$ cat src/rtl/ddo_pkg.sv
// Shared types, constants and the CORDIC angle table for the odometry block.
package ddo_pkg;

	localparam int CordicStepsDefault = 16;
	localparam int CordicStepsMax = 24;
	localparam int StepW = 5;
	localparam int CordicW = 26;
	localparam logic signed [CordicW-1:0] CordicGainInv = 26'sd2547003;
	localparam int PosW = 48;
	localparam int HeadW = 32;
	localparam int SumW = 42;
	localparam int ProdW = SumW + CordicW;
	localparam int DistW = 24;
	localparam int AngW = 32;
	localparam int DiffW = 17;
	localparam int DhW = DiffW + AngW + 1;
	localparam logic [0:0] RegDist = 1'b0;
	localparam logic [0:0] RegAng = 1'b1;

	typedef enum logic [2:0] {
		ST_IDLE,
		ST_LOAD,
		ST_ROTATE,
		ST_MULT,
		ST_ACCUM,
		ST_OUT
	} state_t;

	typedef struct packed {
		logic load;
		logic rotate;
		logic mult;
		logic accum;
	} ddo_cmd_t;

	typedef struct packed {
		logic rot_done;
	} ddo_status_t;

	function automatic logic signed [HeadW:0] atan_lookup(input logic [StepW-1:0] idx);
		logic signed [HeadW:0] v;
		case (idx)
			5'd0: v = 33'sd536870912;
			5'd1: v = 33'sd316933406;
			5'd2: v = 33'sd167458907;
			5'd3: v = 33'sd85004756;
			5'd4: v = 33'sd42667331;
			5'd5: v = 33'sd21354465;
			5'd6: v = 33'sd10679838;
			5'd7: v = 33'sd5340245;
			5'd8: v = 33'sd2670163;
			5'd9: v = 33'sd1335087;
			5'd10: v = 33'sd667544;
			5'd11: v = 33'sd333772;
			5'd12: v = 33'sd166886;
			5'd13: v = 33'sd83443;
			5'd14: v = 33'sd41722;
			5'd15: v = 33'sd20861;
			5'd16: v = 33'sd10430;
			5'd17: v = 33'sd5215;
			5'd18: v = 33'sd2608;
			5'd19: v = 33'sd1304;
			5'd20: v = 33'sd652;
			5'd21: v = 33'sd326;
			5'd22: v = 33'sd163;
			5'd23: v = 33'sd81;
			default: v = '0;
		endcase
		return v;
	endfunction

endpackage

$ cat src/rtl/ddo_ctrl.sv
// Controller state machine sequencing load, CORDIC rotation, multiply and update.
module ddo_ctrl (
	input  logic                 clk,
	input  logic                 arst_n,
	input  logic                 in_fire,
	input  logic                 out_fire,
	input  ddo_pkg::ddo_status_t status,
	output ddo_pkg::ddo_cmd_t    cmd,
	output logic                 in_ready,
	output logic                 out_valid
);
	import ddo_pkg::*;

	state_t state_q, state_next;

	always_ff @(posedge clk or negedge arst_n) begin
		if (!arst_n) begin
			state_q <= ST_IDLE;
		end else begin
			state_q <= state_next;
		end
	end

	always_comb begin
		state_next = state_q;
		case (state_q)
			ST_IDLE: if (in_fire) state_next = ST_LOAD;
			ST_LOAD: state_next = ST_ROTATE;
			ST_ROTATE: if (status.rot_done) state_next = ST_MULT;
			ST_MULT: state_next = ST_ACCUM;
			ST_ACCUM: state_next = ST_OUT;
			ST_OUT: if (out_fire) state_next = ST_IDLE;
			default: state_next = ST_IDLE;
		endcase
	end

	always_comb begin
		cmd = '0;
		in_ready = 1'b0;
		out_valid = 1'b0;
		case (state_q)
			ST_IDLE: in_ready = 1'b1;
			ST_LOAD: cmd.load = 1'b1;
			ST_ROTATE: cmd.rotate = 1'b1;
			ST_MULT: cmd.mult = 1'b1;
			ST_ACCUM: cmd.accum = 1'b1;
			ST_OUT: out_valid = 1'b1;
			default: ;
		endcase
	end

endmodule

$ cat config.mk
export PLATFORM = sky130hd
export DESIGN_NAME = ddo_ctrl
export DESIGN_NICKNAME = d
export VERILOG_FILES = /design/src/rtl/ddo_pkg.sv /design/src/rtl/ddo_ctrl.sv
export SDC_FILE = /design/constraint.sdc
export NUM_CORES = 1
export LEC_CHECK = 0
export BUFFER_PORTS_ARGS = -buffer_cell sky130_fd_sc_hd__buf_2
export CORE_AREA = 2 2 39 41
export CTS_CLUSTER_SIZE = 20
export DETAILED_ROUTE_END_ITERATION = 8
export DIE_AREA = 0 0 41 43
export GPL_TIMING_DRIVEN = 0
export HOLD_SLACK_MARGIN = 0.15
export SYNTH_ARGS = -nofsm -noshare
export SYNTH_HDL_FRONTEND = slang
export SYNTH_SLANG_ARGS = --single-unit
export TNS_END_PERCENT = 50
$ cat constraint.sdc
create_clock -name clk -period 1.4 [get_ports clk]
set_clock_uncertainty 0.15 [all_clocks]
set_input_delay 0.07 -clock clk [delete_from_list [all_inputs] [get_ports clk]]
set_output_delay 0.07 -clock clk [all_outputs]
set_load 0.01 [all_outputs]
==> metrics.txt <==
first drt pass iteration count=2; Worst Setup EP=cmd[2]; # IOs=11; Yosys reg bits=3; area of the multi-input gates=95.1 um^2; final design utilization=24.1%; CP Max Fanout=8; TritonCTS Sinks=3; core area=1380 um^2; post-synth top area cell=dfrtp_1; worst hold margin=0.445 ns; main combinational cell family by area after synthesis=simple AND/OR/NAND/NOR gates; Leakage=about 0.16 nW; Bufs and invs on worst path=2; Placed Area=~250 um^2; capture point of the worst reg-to-reg path=state_q[2]$_DFFE_PN0P_; worst r2r src=state_q[2]$_DFFE_PN0P_; Cell Rows=14; GRT Residual Overflow=0; critical path class=register to output pin; Peak VDD IR=between 0.0004 and 0.0005 V; maximum clock path buffer count=2; CTS H-tree lvls=1; Wirelength per Cell=8.71 um; final worst-path cycle share=93.8%; status=complete, no violations; CP top delay family=flip-flops; Hold Path Class=input pin to register; CP Depth=3; pwr/cell area=approximately 2000 nW/um^2; adder-cell area share of the yosys netlist=0%; Post-Synth XOR/XNOR Area=4.86%; CP Launch Type=register; endpoints failing hold=0; Final setup viols=0; GRT busiest layer=met4; Arrival @ worst endpoint=1.09 ns; CP Cell Sequence=buf_6, nor3b_2, buf_2; clock latency on the worst-skew pair=roughly 0.24 ns; Max Clk Rate=762 MHz; register area=76.3 um^2; FF-to-FF setup slack=0.30 ns; multiplexer share of the synthesized area=0%; met3 Use GR=3.14%; routed vias=205; gr usage total=7.24%; CTS tree=yes; library cells used by synthesis=13; layout cells sized above 1=45.0%; DRC Markers=0; count of final max-slew check failures=0; fillcell total=~150; final antenna-violating net count=0; Num CTS Buffers=3; post-synthesis compound-gate area fraction=between 9 and 10%; CP Capture Type=output pin; vias per inst=3.66; r2r worst-path depth=3; Fin Setup TNS=0 ns; global-route met2 utilization=9.38%; unrepaired setup endpoints after global routing=no; largest net degree at the start of global routing=9; Die ar.=1760 um^2; max reg flops=3; CTS clk-pin slew, worst paths=~0.04 ns; first-pass GRT wire length=745 um; initial antenna violation count=0; CP startpoint=state_q[0]$_DFFE_PN0P_; CP peak stage delay=around 0.36 ns; routability cong.=0.595; met1 Use GR=6.80%; minimum clock period=1.31 ns; CP max stage cell=dfrtp_1; number of global-route vias before repair=196; Nets=46; root buffer cell=clkbuf_4; number of port buffers=10; die height=around 43 um; synthesized area=roughly 180 um^2; worst-margin pin slew=0.286 ns; drt total wl=488 um; diode count=0; sequential fraction of the synthesis area=a little over two fifths; CP required=1.18 ns; Simple-Gate Fraction of Synth Area=a little over a third; Starting Density=13.0%; Syn Nets=26; Synth area leaders=dfrtp_1 42%, nor2_1 10%, nor3b_2 6.9%; Reg with most FFs=state_q; yosys synthesis warning count=0; Detailed Place HPWL=338 um; most frequent cells in the layout=10 x buf_2, 5 x nor2_1, 5 x dlygate4sd3_1; Mapped Cells=21; largest registers=state_q: 3 flops; DIE WIDTH=41 um; Setup Fix Bufs, Post-CTS=0; Synth top area share=41.7%; initial DRC count=5; area growth from synthesis to final layout=84.7%; Final Cell Area=333 um^2; max_slew headroom=a little over 80%; commonest non-fill, non-tap cell in the layout=buf_2; synthesized area per cell=8.58 um^2; Max Cap Viol=0
## worst register-to-register path, cell delays in order (launching register included)
cell and delay (ns):
dfrtp_1 0.47, nand2b_4 0.13, a21oi_1 0.04, or2_1 0.20
## worst min-delay path by stage
stage | slack, ns | endpoint | startpoint | depth (start not counted)
floorplan | -0.38 | state_q[0]$_DFFE_PN0P_ | arst_n | 0
global placement | -0.28 | state_q[2]$_DFFE_PN0P_ | arst_n | 1
detailed placement | -0.28 | state_q[2]$_DFFE_PN0P_ | arst_n | 1
CTS | 0.43 | state_q[1]$_DFFE_PN0P_ | state_q[2]$_DFFE_PN0P_ | 1
global route | 0.47 | state_q[0]$_DFFE_PN0P_ | out_fire | 3
finish | 0.44 | state_q[0]$_DFFE_PN0P_ | out_fire | 3
## layout make-up
cell class                      count  area share (%)
Timing Repair Buffer               15            30.1
Clock buffer                        4            7.89
Tap cell                           16            6.02
Sequential cell                     3            22.9
Buffer                              1            3.38
Multi-Input combinational cell     16            28.6
Inverter                            1            1.13
## cell families after synthesis
family	after synthesis
xor+xnor	1
compound gates	3
flops	3
buf+inv	2
simple gates	12
## power breakdown
part           switching (W)  internal, W
registers          0.0000585     0.000130
logic               0.000161     0.000177
clock network      0.0000485     0.000107
## Yosys cell counts
library cell,instances
a21oi_1,1
buf_6,1
dfrtp_1,3
inv_2,1
nand2_1,2
nand2b_2,1
nor2_1,5
nor3_1,2
nor3b_2,1
o211ai_1,1
o21ai_0,1
or2_1,1
xnor2_1,1
## what timing repair did
item | CTS | global route
resized for setup | 0 | 2
setup endpoints to repair | 0 | 2
endpoints found under the hold margin | 5 | 0
hold buffers | 5 | 0
## routing by layer
layer,share of wire [%],vias up
met2,52,6
met5,0,-
li1,-,106
met4,3.5,0
met3,5.5,2
met1,39,91
## per-stage QoR
step	setup slack (ns)	instances	total power, W
6_report	0.0874	56	0.000681
2_1_floorplan	0.254	21	0.000399
4_1_cts	0.0233	56	0.000675
3_3_place_gp	0.260	47	0.000496
3_5_place_dp	0.246	47	0.000504
5_1_grt	0.0459	56	0.000732
Note: power is estimated with default switching activity, not from simulation.
